`src/rtl/core/hrcp_pkg.sv`:
```
// Shared types, widths and register codes for the heading/roll cascade PID.
package hrcp_pkg;

    // Field and datapath widths
    localparam int ANG_W    = 16;                 // Q3.12 angle fields
    localparam int GAIN_W   = 16;                 // Q8.8 gains and Q0.16 time step
    localparam int CFG_W    = 16;                 // widest configuration register
    localparam int IDX_W    = 3;                  // configuration register index
    localparam int PULSE_W  = 12;                 // servo pulse width in us
    localparam int RERR_W   = ANG_W + 1;          // roll error
    localparam int DIFF_W   = RERR_W + 1;         // change of roll error
    localparam int NUM_W    = DIFF_W + GAIN_W;    // |diff| * 65536 for the divider
    localparam int AW       = NUM_W;              // signed multiplier operand A
    localparam int BW       = GAIN_W;             // unsigned multiplier operand B
    localparam int PW       = AW + BW + 1;        // full signed product
    localparam int IW       = 32;                 // error integral
    localparam int SW       = IW + 2;             // integral sum before saturation
    localparam int PT_W     = 25;                 // proportional term
    localparam int IT_W     = 16;                 // clamped integral term
    localparam int PIS_W    = PT_W + 1;           // proportional plus integral
    localparam int TW       = 43;                 // sum of all three terms
    localparam int OFF_W    = 11;                 // clamped servo offset
    localparam int SUM_W    = PULSE_W + 2;        // centre plus offset
    localparam int CNT_SHIFT_MAX = 16;            // largest fixed rescale shift

    // Servo scaling from Q-format to microseconds
    localparam logic [BW-1:0] OUTPUT_SCALE = 16'd500;

    // Saturation bounds of the error integral
    localparam logic signed [SW-1:0] EI_MAX = {{(SW-IW+1){1'b0}}, {(IW-1){1'b1}}};
    localparam logic signed [SW-1:0] EI_MIN = {{(SW-IW+1){1'b1}}, {(IW-1){1'b0}}};

    // Largest pulse width
    localparam logic signed [SUM_W-1:0] PULSE_MAX = SUM_W'(4095);

    // Configuration register indexes
    typedef enum logic [IDX_W-1:0] {
        REG_HEADING_GAIN     = 3'd0,
        REG_BANK_LIMIT       = 3'd1,
        REG_PROP_GAIN        = 3'd2,
        REG_INTEG_GAIN       = 3'd3,
        REG_DERIV_GAIN       = 3'd4,
        REG_INTEG_TERM_LIMIT = 3'd5,
        REG_TRIM_LIMIT       = 3'd6,
        REG_CENTER_WIDTH     = 3'd7
    } t_reg_idx;

    // Configuration register set
    typedef struct packed {
        logic [15:0] heading_gain;
        logic [14:0] bank_limit;
        logic [15:0] prop_gain;
        logic [15:0] integ_gain;
        logic [15:0] deriv_gain;
        logic [14:0] integ_term_limit;
        logic [9:0]  trim_limit;
        logic [11:0] center_width;
    } t_cfg;

    // Rescale applied after a multiplication
    typedef enum logic [1:0] {
        SH_BYTE,
        SH_WORD,
        SH_FRAC
    } t_shift;

    // Request to the shared multiplier
    typedef struct packed {
        logic   start;
        t_shift shift;
    } t_mul_req;

    // Request to the serial divider
    typedef struct packed {
        logic start;
        logic neg;
    } t_div_req;

endpackage

```
`src/rtl/core/heading_roll_cascade_pid.sv`:
```
// Heading-to-roll cascaded PID controller: sequencer, state and output register.
//
// One request produces one servo pulse width. A normal control step first wraps the
// heading error into plus or minus pi where needed. Most of a normal step is spent
// in the 34-step serial divider that forms the derivative, which runs alongside the
// integral multiplies on the one shared multiplier. A clear request or a zero time
// step skips the cascade and hands the centre width straight to the output register.
// The input side stalls while a step is in progress, and while a result waits
// for a full output register; a finished pulse width waits in the output
// register, and a new request is taken meanwhile. Configuration writes take
// effect at once and are meant for when the block is idle.
module heading_roll_cascade_pid #(
    parameter int ANGLE_FRAC_BITS = 12
) (
    input  logic               i_clk,
    input  logic               i_rst_n,
    // request channel
    input  logic               i_in_valid,
    output logic               o_in_stall,
    input  logic               i_action,
    input  logic signed [15:0] i_target_heading,
    input  logic signed [15:0] i_current_heading,
    input  logic signed [15:0] i_current_roll,
    input  logic        [15:0] i_time_step,
    // result channel
    output logic               o_out_valid,
    input  logic               i_out_stall,
    output logic        [11:0] o_pulse_width,
    // configuration write port
    input  logic               i_cfg_we,
    input  logic        [2:0]  i_cfg_index,
    input  logic        [15:0] i_cfg_data
);
    import hrcp_pkg::*;

    // pi rounded to the angle format, and the heading error width it needs
    localparam logic [63:0] PI_U =
        ((64'd3141592653590 << ANGLE_FRAC_BITS) + 64'd500000000000) / 64'd1000000000000;
    localparam int HW_PI = $clog2(2 * PI_U + 1) + 1;
    localparam int HW    = (HW_PI > RERR_W) ? HW_PI : RERR_W;
    localparam logic signed [HW-1:0] PI_H     = HW'(PI_U);
    localparam logic signed [HW-1:0] NEG_PI_H = -PI_H;
    localparam logic signed [HW-1:0] TWO_PI_H = HW'(2 * PI_U);

    // Total is limited before scaling to a span that still saturates the offset
    localparam int CW = ANGLE_FRAC_BITS + 12;
    localparam logic signed [TW-1:0] TOTAL_LIM     = TW'(1024) << ANGLE_FRAC_BITS;
    localparam logic signed [TW-1:0] NEG_TOTAL_LIM = -TOTAL_LIM;

    typedef enum logic [3:0] {
        S_IDLE,
        S_WRAP,
        S_MUL,
        S_RERR,
        S_DIFF,
        S_ITERM,
        S_DWAIT,
        S_TCLAMP,
        S_SCALE,
        S_PULSE,
        S_FIN
    } t_state;

    typedef enum logic [2:0] {
        OP_HEAD,
        OP_PROP,
        OP_INC,
        OP_ITERM,
        OP_DERIV,
        OP_OUT
    } t_op;

    t_cfg                     cfg;

    t_state                   r_state;
    t_op                      r_op;
    logic signed [ANG_W-1:0]  r_roll;
    logic        [GAIN_W-1:0] r_dt;
    logic signed [HW-1:0]     r_herr;
    logic signed [ANG_W-1:0]  r_troll;
    logic signed [RERR_W-1:0] r_rerr;
    logic signed [RERR_W-1:0] r_prev;
    logic signed [DIFF_W-1:0] r_diff;
    logic signed [IW-1:0]     r_ei;
    logic signed [PT_W-1:0]   r_pterm;
    logic signed [IT_W-1:0]   r_iterm;
    logic signed [PIS_W-1:0]  r_pi;
    logic signed [TW-1:0]     r_total;
    logic signed [CW-1:0]     r_totc;
    logic signed [OFF_W-1:0]  r_offset;
    logic [PULSE_W-1:0]       r_result;
    logic [PULSE_W-1:0]       r_out_pw;
    logic                     r_out_valid;

    t_mul_req                 r_mul_req;
    logic signed [AW-1:0]     r_mul_a;
    logic [BW-1:0]            r_mul_b;
    logic                     mul_done;
    logic signed [PW-1:0]     mul_res;

    t_div_req                 r_div_req;
    logic [NUM_W-1:0]         r_div_num;
    logic                     div_done;
    logic signed [AW-1:0]     div_quot;

    logic signed [SW-1:0]     ei_sum;
    logic signed [IW-1:0]     ei_sat;
    logic [DIFF_W-1:0]        abs_diff;
    logic signed [SUM_W-1:0]  pulse_sum;
    logic [PULSE_W-1:0]       pulse_sat;

    // Limit a product to plus or minus an unsigned bound
    function automatic logic signed [PW-1:0] clamp_sym(input logic signed [PW-1:0] v,
                                                       input logic [15:0] lim);
        logic signed [PW-1:0] hi;
        hi = signed'(PW'(lim));
        if (v > hi) begin
            return hi;
        end else if (v < -hi) begin
            return -hi;
        end else begin
            return v;
        end
    endfunction

    hrcp_cfg_regs u_cfg (
        .i_clk   (i_clk),
        .i_rst_n (i_rst_n),
        .i_we    (i_cfg_we),
        .i_index (i_cfg_index),
        .i_data  (i_cfg_data),
        .o_cfg   (cfg)
    );

    hrcp_mul_unit #(
        .FRAC_BITS (ANGLE_FRAC_BITS)
    ) u_mul (
        .i_clk   (i_clk),
        .i_rst_n (i_rst_n),
        .i_req   (r_mul_req),
        .i_a     (r_mul_a),
        .i_b     (r_mul_b),
        .o_done  (mul_done),
        .o_res   (mul_res)
    );

    hrcp_div_unit u_div (
        .i_clk   (i_clk),
        .i_rst_n (i_rst_n),
        .i_req   (r_div_req),
        .i_num   (r_div_num),
        .i_den   (r_dt),
        .o_done  (div_done),
        .o_quot  (div_quot)
    );

    // Integral saturation, divider magnitude and final pulse range
    always_comb begin
        ei_sum = SW'(r_ei) + SW'(mul_res);
        if (ei_sum > EI_MAX) begin
            ei_sat = IW'(EI_MAX);
        end else if (ei_sum < EI_MIN) begin
            ei_sat = IW'(EI_MIN);
        end else begin
            ei_sat = IW'(ei_sum);
        end
        abs_diff  = r_diff[DIFF_W-1] ? DIFF_W'(-r_diff) : DIFF_W'(r_diff);
        pulse_sum = signed'({2'b00, cfg.center_width}) + SUM_W'(r_offset);
        if (pulse_sum < 0) begin
            pulse_sat = '0;
        end else if (pulse_sum > PULSE_MAX) begin
            pulse_sat = PULSE_W'(PULSE_MAX);
        end else begin
            pulse_sat = PULSE_W'(pulse_sum);
        end
    end

    // Sequencer, controller state and output register
    always_ff @(posedge i_clk) begin
        if (!i_rst_n) begin
            r_state       <= S_IDLE;
            r_op          <= OP_HEAD;
            r_ei          <= '0;
            r_prev        <= '0;
            r_out_valid   <= 1'b0;
            r_mul_req     <= '{start: 1'b0, shift: SH_BYTE};
            r_div_req     <= '{start: 1'b0, neg: 1'b0};
        end else begin
            r_mul_req.start <= 1'b0;
            r_div_req.start <= 1'b0;

            // Drop the result once taken
            if (r_out_valid && !i_out_stall) begin
                r_out_valid <= 1'b0;
            end

            unique case (r_state)
                S_IDLE: begin
                    if (i_in_valid) begin
                        r_roll <= i_current_roll;
                        r_dt   <= i_time_step;
                        r_herr <= HW'(i_target_heading) - HW'(i_current_heading);
                        if (i_action) begin
                            r_ei     <= '0;
                            r_prev   <= '0;
                            r_result <= cfg.center_width;
                            r_state  <= S_FIN;
                        end else if (i_time_step == '0) begin
                            r_result <= cfg.center_width;
                            r_state  <= S_FIN;
                        end else begin
                            r_state <= S_WRAP;
                        end
                    end
                end

                // Wrap heading error into plus or minus pi, then scale to roll demand
                S_WRAP: begin
                    if (r_herr > PI_H) begin
                        r_herr <= r_herr - TWO_PI_H;
                    end else if (r_herr < NEG_PI_H) begin
                        r_herr <= r_herr + TWO_PI_H;
                    end else begin
                        r_mul_a   <= AW'(r_herr);
                        r_mul_b   <= cfg.heading_gain;
                        r_mul_req <= '{start: 1'b1, shift: SH_BYTE};
                        r_op      <= OP_HEAD;
                        r_state   <= S_MUL;
                    end
                end

                // Take each product as it completes and issue the next one
                S_MUL: begin
                    if (mul_done) begin
                        unique case (r_op)
                            OP_HEAD: begin
                                r_troll <= ANG_W'(clamp_sym(mul_res, 16'(cfg.bank_limit)));
                                r_state <= S_RERR;
                            end
                            OP_PROP: begin
                                r_pterm   <= PT_W'(mul_res);
                                r_div_num <= {abs_diff, {GAIN_W{1'b0}}};
                                r_div_req <= '{start: 1'b1, neg: r_diff[DIFF_W-1]};
                                r_mul_a   <= AW'(r_rerr);
                                r_mul_b   <= r_dt;
                                r_mul_req <= '{start: 1'b1, shift: SH_WORD};
                                r_op      <= OP_INC;
                            end
                            OP_INC: begin
                                r_ei    <= ei_sat;
                                r_state <= S_ITERM;
                            end
                            OP_ITERM: begin
                                r_iterm <= IT_W'(clamp_sym(mul_res,
                                                           16'(cfg.integ_term_limit)));
                                r_state <= S_DWAIT;
                            end
                            OP_DERIV: begin
                                r_total <= TW'(r_pi) + TW'(mul_res);
                                r_state <= S_TCLAMP;
                            end
                            OP_OUT: begin
                                r_offset <= OFF_W'(clamp_sym(mul_res, 16'(cfg.trim_limit)));
                                r_state  <= S_PULSE;
                            end
                            default: begin
                                r_state <= S_IDLE;
                            end
                        endcase
                    end
                end

                S_RERR: begin
                    r_rerr  <= RERR_W'(r_troll) - RERR_W'(r_roll);
                    r_state <= S_DIFF;
                end

                // Form the error change, advance the stored error, start proportional term
                S_DIFF: begin
                    r_diff    <= DIFF_W'(r_rerr) - DIFF_W'(r_prev);
                    r_prev    <= r_rerr;
                    r_mul_a   <= AW'(r_rerr);
                    r_mul_b   <= cfg.prop_gain;
                    r_mul_req <= '{start: 1'b1, shift: SH_BYTE};
                    r_op      <= OP_PROP;
                    r_state   <= S_MUL;
                end

                S_ITERM: begin
                    r_mul_a   <= AW'(r_ei);
                    r_mul_b   <= cfg.integ_gain;
                    r_mul_req <= '{start: 1'b1, shift: SH_BYTE};
                    r_op      <= OP_ITERM;
                    r_state   <= S_MUL;
                end

                // Hold until the error rate is ready, then scale it
                S_DWAIT: begin
                    r_pi <= PIS_W'(r_pterm) + PIS_W'(r_iterm);
                    if (div_done) begin
                        r_mul_a   <= div_quot;
                        r_mul_b   <= cfg.deriv_gain;
                        r_mul_req <= '{start: 1'b1, shift: SH_BYTE};
                        r_op      <= OP_DERIV;
                        r_state   <= S_MUL;
                    end
                end

                S_TCLAMP: begin
                    if (r_total > TOTAL_LIM) begin
                        r_totc <= CW'(TOTAL_LIM);
                    end else if (r_total < NEG_TOTAL_LIM) begin
                        r_totc <= CW'(NEG_TOTAL_LIM);
                    end else begin
                        r_totc <= CW'(r_total);
                    end
                    r_state <= S_SCALE;
                end

                S_SCALE: begin
                    r_mul_a   <= AW'(r_totc);
                    r_mul_b   <= OUTPUT_SCALE;
                    r_mul_req <= '{start: 1'b1, shift: SH_FRAC};
                    r_op      <= OP_OUT;
                    r_state   <= S_MUL;
                end

                S_PULSE: begin
                    r_result <= pulse_sat;
                    r_state  <= S_FIN;
                end

                // Hand the result over once the output register is free
                S_FIN: begin
                    if (!r_out_valid || !i_out_stall) begin
                        r_out_pw    <= r_result;
                        r_out_valid <= 1'b1;
                        r_state     <= S_IDLE;
                    end
                end

                default: begin
                    r_state <= S_IDLE;
                end
            endcase
        end
    end

    assign o_in_stall    = (r_state != S_IDLE);
    assign o_out_valid   = r_out_valid;
    assign o_pulse_width = r_out_pw;

endmodule

```
`src/rtl/core/hrcp_cfg_regs.sv`:
```
// Configuration register file of the heading/roll cascade PID.
module hrcp_cfg_regs (
    input  logic                         i_clk,
    input  logic                         i_rst_n,
    input  logic                         i_we,
    input  logic [hrcp_pkg::IDX_W-1:0]   i_index,
    input  logic [hrcp_pkg::CFG_W-1:0]   i_data,
    output hrcp_pkg::t_cfg               o_cfg
);
    import hrcp_pkg::*;

    t_cfg r_cfg;

    // Write one register; drop the bits above its width
    always_ff @(posedge i_clk) begin
        if (!i_rst_n) begin
            r_cfg.heading_gain     <= 16'd256;
            r_cfg.bank_limit       <= 15'd2048;
            r_cfg.prop_gain        <= 16'd256;
            r_cfg.integ_gain       <= 16'd0;
            r_cfg.deriv_gain       <= 16'd0;
            r_cfg.integ_term_limit <= 15'd4096;
            r_cfg.trim_limit       <= 10'd500;
            r_cfg.center_width     <= 12'd1500;
        end else if (i_we) begin
            unique case (t_reg_idx'(i_index))
                REG_HEADING_GAIN:     r_cfg.heading_gain     <= i_data;
                REG_BANK_LIMIT:       r_cfg.bank_limit       <= i_data[14:0];
                REG_PROP_GAIN:        r_cfg.prop_gain        <= i_data;
                REG_INTEG_GAIN:       r_cfg.integ_gain       <= i_data;
                REG_DERIV_GAIN:       r_cfg.deriv_gain       <= i_data;
                REG_INTEG_TERM_LIMIT: r_cfg.integ_term_limit <= i_data[14:0];
                REG_TRIM_LIMIT:       r_cfg.trim_limit       <= i_data[9:0];
                REG_CENTER_WIDTH:     r_cfg.center_width     <= i_data[11:0];
            endcase
        end
    end

    assign o_cfg = r_cfg;

endmodule

```
`src/rtl/core/hrcp_mul_unit.sv`:
```
// Shared signed-by-unsigned multiplier with a truncate-toward-zero rescale.
module hrcp_mul_unit #(
    parameter int FRAC_BITS = 12
) (
    input  logic                               i_clk,
    input  logic                               i_rst_n,
    input  hrcp_pkg::t_mul_req                 i_req,
    input  logic signed [hrcp_pkg::AW-1:0]     i_a,
    input  logic        [hrcp_pkg::BW-1:0]     i_b,
    output logic                               o_done,
    output logic signed [hrcp_pkg::PW-1:0]     o_res
);
    import hrcp_pkg::*;

    localparam int MAX_SH = (FRAC_BITS > CNT_SHIFT_MAX) ? FRAC_BITS : CNT_SHIFT_MAX;
    localparam int AMT_W  = $clog2(MAX_SH + 1);

    logic signed [PW-1:0] r_prod;
    t_shift               r_shift;
    logic                 r_prod_vld;
    logic signed [PW-1:0] r_res;
    logic                 r_done;

    logic signed [BW:0]   b_ext;
    logic [AMT_W-1:0]     amt;
    logic signed [PW-1:0] bias;
    logic signed [PW-1:0] scaled;

    assign b_ext = {1'b0, i_b};

    // Pick the rescale and bias negative products so the shift truncates toward zero
    always_comb begin
        case (r_shift)
            SH_BYTE: amt = AMT_W'(8);
            SH_WORD: amt = AMT_W'(16);
            SH_FRAC: amt = AMT_W'(FRAC_BITS);
            default: amt = AMT_W'(8);
        endcase
        bias   = r_prod[PW-1] ? ((PW'(1) << amt) - PW'(1)) : '0;
        scaled = (r_prod + bias) >>> amt;
    end

    // Stage one: product; stage two: rescaled result
    always_ff @(posedge i_clk) begin
        if (!i_rst_n) begin
            r_prod_vld <= 1'b0;
            r_done     <= 1'b0;
        end else begin
            r_prod_vld <= i_req.start;
            r_done     <= r_prod_vld;
        end
        if (i_req.start) begin
            r_prod  <= i_a * b_ext;
            r_shift <= i_req.shift;
        end
        if (r_prod_vld) begin
            r_res <= scaled;
        end
    end

    assign o_done = r_done;
    assign o_res  = r_res;

endmodule

```
`src/rtl/core/hrcp_div_unit.sv`:
```
// Restoring serial divider, one quotient bit per cycle, with sign fix-up.
module hrcp_div_unit (
    input  logic                               i_clk,
    input  logic                               i_rst_n,
    input  hrcp_pkg::t_div_req                 i_req,
    input  logic        [hrcp_pkg::NUM_W-1:0]  i_num,
    input  logic        [hrcp_pkg::GAIN_W-1:0] i_den,
    output logic                               o_done,
    output logic signed [hrcp_pkg::AW-1:0]     o_quot
);
    import hrcp_pkg::*;

    localparam int CNT_W = $clog2(NUM_W + 1);

    typedef enum logic [1:0] {
        D_IDLE,
        D_RUN,
        D_SIGN
    } t_div_state;

    t_div_state           r_state;
    logic [NUM_W-1:0]     r_num;
    logic [GAIN_W-1:0]    r_den;
    logic [GAIN_W-1:0]    r_rem;
    logic [CNT_W-1:0]     r_cnt;
    logic                 r_neg;
    logic                 r_done;
    logic signed [AW-1:0] r_quot;

    logic [GAIN_W:0]      trial;
    logic [GAIN_W:0]      diff;
    logic                 qbit;

    // Bring down the next numerator bit and try the subtraction
    always_comb begin
        trial = {r_rem, r_num[NUM_W-1]};
        diff  = trial - {1'b0, r_den};
        qbit  = (trial >= {1'b0, r_den});
    end

    // Sequence the division; hold the result and done until the next request
    always_ff @(posedge i_clk) begin
        if (!i_rst_n) begin
            r_state <= D_IDLE;
            r_done  <= 1'b0;
        end else if (i_req.start) begin
            r_num   <= i_num;
            r_den   <= i_den;
            r_rem   <= '0;
            r_neg   <= i_req.neg;
            r_cnt   <= CNT_W'(NUM_W);
            r_done  <= 1'b0;
            r_state <= D_RUN;
        end else begin
            unique case (r_state)
                D_IDLE: begin
                    r_done <= r_done;
                end
                D_RUN: begin
                    r_rem <= qbit ? diff[GAIN_W-1:0] : trial[GAIN_W-1:0];
                    r_num <= {r_num[NUM_W-2:0], qbit};
                    r_cnt <= r_cnt - CNT_W'(1);
                    if (r_cnt == CNT_W'(1)) begin
                        r_state <= D_SIGN;
                    end
                end
                D_SIGN: begin
                    r_quot  <= r_neg ? -signed'(r_num) : signed'(r_num);
                    r_done  <= 1'b1;
                    r_state <= D_IDLE;
                end
                default: begin
                    r_state <= D_IDLE;
                end
            endcase
        end
    end

    assign o_done = r_done;
    assign o_quot = r_quot;

endmodule
```
`config.mk`:
```
export PLATFORM = sky130hd
export DESIGN_NAME = heading_roll_cascade_pid
export DESIGN_NICKNAME = d
export VERILOG_FILES = /design/src/rtl/core/hrcp_pkg.sv /design/src/rtl/core/heading_roll_cascade_pid.sv /design/src/rtl/core/hrcp_cfg_regs.sv /design/src/rtl/core/hrcp_mul_unit.sv /design/src/rtl/core/hrcp_div_unit.sv
export SDC_FILE = /design/constraint.sdc
export NUM_CORES = 2
export LEC_CHECK = 0
export ABC_AREA = 1
export CAP_MARGIN = 20
export CORE_ASPECT_RATIO = 0.8
export CORE_MARGIN = 1
export CORE_UTILIZATION = 40
export DETAILED_ROUTE_END_ITERATION = 7
export DONT_BUFFER_PORTS = 1
export GPL_TIMING_DRIVEN = 0
export PLACE_DENSITY = 0.64
export SLEW_MARGIN = 20
export SYNTH_ARGS = -nofsm -noshare
export SYNTH_HDL_FRONTEND = slang
export SYNTH_SLANG_ARGS = --single-unit
export TNS_END_PERCENT = 20
```
`constraint.sdc`:
```
create_clock -name i_clk -period 10.15 [get_ports i_clk]
set_input_delay 2.03 -clock i_clk [delete_from_list [all_inputs] [get_ports i_clk]]
set_output_delay 2.03 -clock i_clk [all_outputs]
set_load 0.005 [all_outputs]
```
==> run summary <==
Clk_lat worst skew = 0.70 ns
Final Max Slew Viols = 0
Number of max-cap violations = 0
Hold Crit Class = reg2reg
Synth Instances = 8680
Finished Layout Cells = 11130
IO buf count = 0
Period utilisation layout = 0.7797
Most frequent cell on the critical path = fa_1
Htree depth = 3
Clock tree root buffer cell = clkbuf_16
Largest net degree at the start of global routing = 55
First-pass GRT wire length = 362600 um
CP Cell Sequence = clkbuf_1 > clkbuf_1 > nand2_1 > fa_1 > inv_1 > fa_1 > fa_1 > fa_1 > fa_1 > inv_1 > fa_1 > inv_1 > ha_1 > nand2_1 > nor2_1 > inv_1 > nor2_1 > inv_1 > nor4_1 > a21oi_1 > o21ai_0 > xor2_1
Wire per inst = 21.80 um
Setup ws final = 2.236 ns
Total grt overflow = 0
Fmax = 126.4 MHz
Die Y-Extent = 372.8 um
Fin crit period = 7.914 ns
CP required = 10.56 ns
Area delta synth->final = 8.739%
Clock Sinks = 731
Setup Buffers After CTS = 0
Post-synth top area share = 0.2393
Worst-Margin Slew = 1.244 ns
Final setup viols = 0
CORE AREA = 169900 um^2
Antenna violations before repair = 12
Leading area contributor after synthesis = edfxtp_1
Setup WS pre-CTS = 2.402 ns
CP max FO = 10
Fin Hold WS = 0.4072 ns
Most common cell after layout, fill and taps aside = nand2_1
Number of I/O pins = 103
Post-synthesis cell area = 68760 um^2
Delay of the slowest critical-path stage = 0.88 ns
Critical Path Start Type = register
Ys Warns = 0
CP max-delay cell = clkbuf_1
Vias per cell = 5.445
Unrepaired setup endpoints after global routing = no
Crit path DAT = 8.32 ns
Number of global-route vias before repair = 57780
Final hold violation count = 0
Placed cell count = 10980
Die X = 465.6 um
Post-synth EDFFs = 548
Clk buf depth = 3
Synth area leaders = edfxtp_1 24%, fa_1 15%, nand2_1 11%
Drt first pass iters = 6
DRC viols = 0
Total GRT Usage = 0.2771
Distinct cells, synth = 63
Synth Flop Type = edfxtp_1
Skew final = 0.02970 ns
Initial Util = 0.4047
DR iter-0 viols = 6945
Setup_tns = 0 ns
# resized after CTS = 0
CTS Hold Buffers Added = 0
CTS tree = built
WL final = 242600 um
Final layout net count = 9982
Worst-path clk slew = 0.07 ns
TritonCTS Buffers = 78
Row count = 135
Final GP Congestion = 1.003
Status = finished clean
Detail Route Antenna Nets = 0
Worst Setup End Kind = register
Sequential share of the synthesized area = 0.2926
Mean Syn Cell Area = 7.922 um^2
Highest-count cells in the layout ignoring fill and taps = 1991 x nand2_1, 1588 x inv_1, 650 x nor2_1, 565 x ha_1, 548 x edfxtp_1
Post-synth ARST share = 0
DIE AREA = 173600 um^2
Vias = 60600
Share of layout cells above drive strength 1 = 0.03700
Yosys reg bits = 731
CP Class = reg2reg
Worst relative slew slack = 0.1710
HPWL Detailed = 196300 um
[Yosys cell counts (76+ instances only)]
master / number
nand2_1: 1991
inv_1: 1588
nand3_1: 458
edfxtp_1: 548
a21oi_1: 509
nand4_1: 116
fa_1: 527
xor2_1: 203
o21ai_0: 402
ha_1: 565
nor2_1: 658
dfxtp_1: 183
nor3_1: 77
clkbuf_1: 222
xnor2_1: 76
[per-stage QoR]
stage                     utilization  instance area (um^2)
after CTS                      0.4399                 74740
after floorplan                     -                 68810
after detailed placement       0.4243                 72090
after global placement         0.4216                 71640
after global routing           0.4400                 74760
final                          0.4400                 74770
[path summary, 6_finish.rpt]
check,start,end,slack (ns),cells after the start
worst max-delay path,r_mul_b[12],u_mul.r_prod[34],2.24,22
worst min-delay path,r_result[0],o_pulse_width[0],0.41,0
worst max register to register,r_mul_b[12],u_mul.r_prod[34],2.24,22
worst min register to register,r_result[0],o_pulse_width[0],0.41,0
[routing by layer]
layer | GRT usage | part of all wire
met1 | 0.4198 | 0.46
met3 | 0.04449 | 0.095
met5 | 0 | 0.00012
met4 | 0.07348 | 0.029
met2 | 0.4045 | 0.42
[cells by family (layout without fill, tap and decap cells)]
family / after synthesis / count (layout) / synth area share
and+or+nand+nor: 3476 / 3476 / 0.2121
buffers and inverters: 1896 / 2067 / 0.1045
AOI/OAI and AO/OA: 1204 / 1204 / 0.09884
adders and majority gates: 1092 / 1092 / 0.2562
DFF: 731 / 731 / 0.2926
xor gates and xnor gates: 279 / 279 / 0.03554
other: 1 / 19 / 0.00005453
muxes: 1 / 1 / 0.0001637
[flip-flops by register name, indices dropped and copies added, names as in the netlist, 17 cells and up]
signal,cells
u_cfg.o_cfg,116
u_mul.o_res,51
u_mul.r_prod,51
r_total,43
r_mul_a,34
u_div.o_quot,34
u_div.r_num,34
r_ei,32
r_pi,26
r_pterm,25
r_totc,24
r_diff,18
r_div_num,18
r_herr,17
r_prev,17
r_rerr,17
[cell type report]
cell class / count / area [um^2]
plain buffers: 270 / 1085
clock inverters: 47 / 540.5
inverters: 1626 / 6103
clock buffers: 96 / 2111
well taps: 2260 / 2828
multi-input cells: 6066 / 41610
flip-flops and latches: 731 / 20130
fillers: 17000 / 95150
diodes: 5 / 12.51
repair buffers: 28 / 354.1
[critical path, delay by kind of cell (launching register included)]
family	cells	cell delay [ns]
adders and majority gates	7	3.74
buffers and inverters	7	1.92
and+or+nand+nor	5	1.02
AOI/OAI and AO/OA	2	0.48
DFF	1	0.32
xor gates and xnor gates	1	0.11
Power is left out: the tool's default activity adds up to more than one toggle a clock period on the data nets, which glitch-free logic cannot reach.
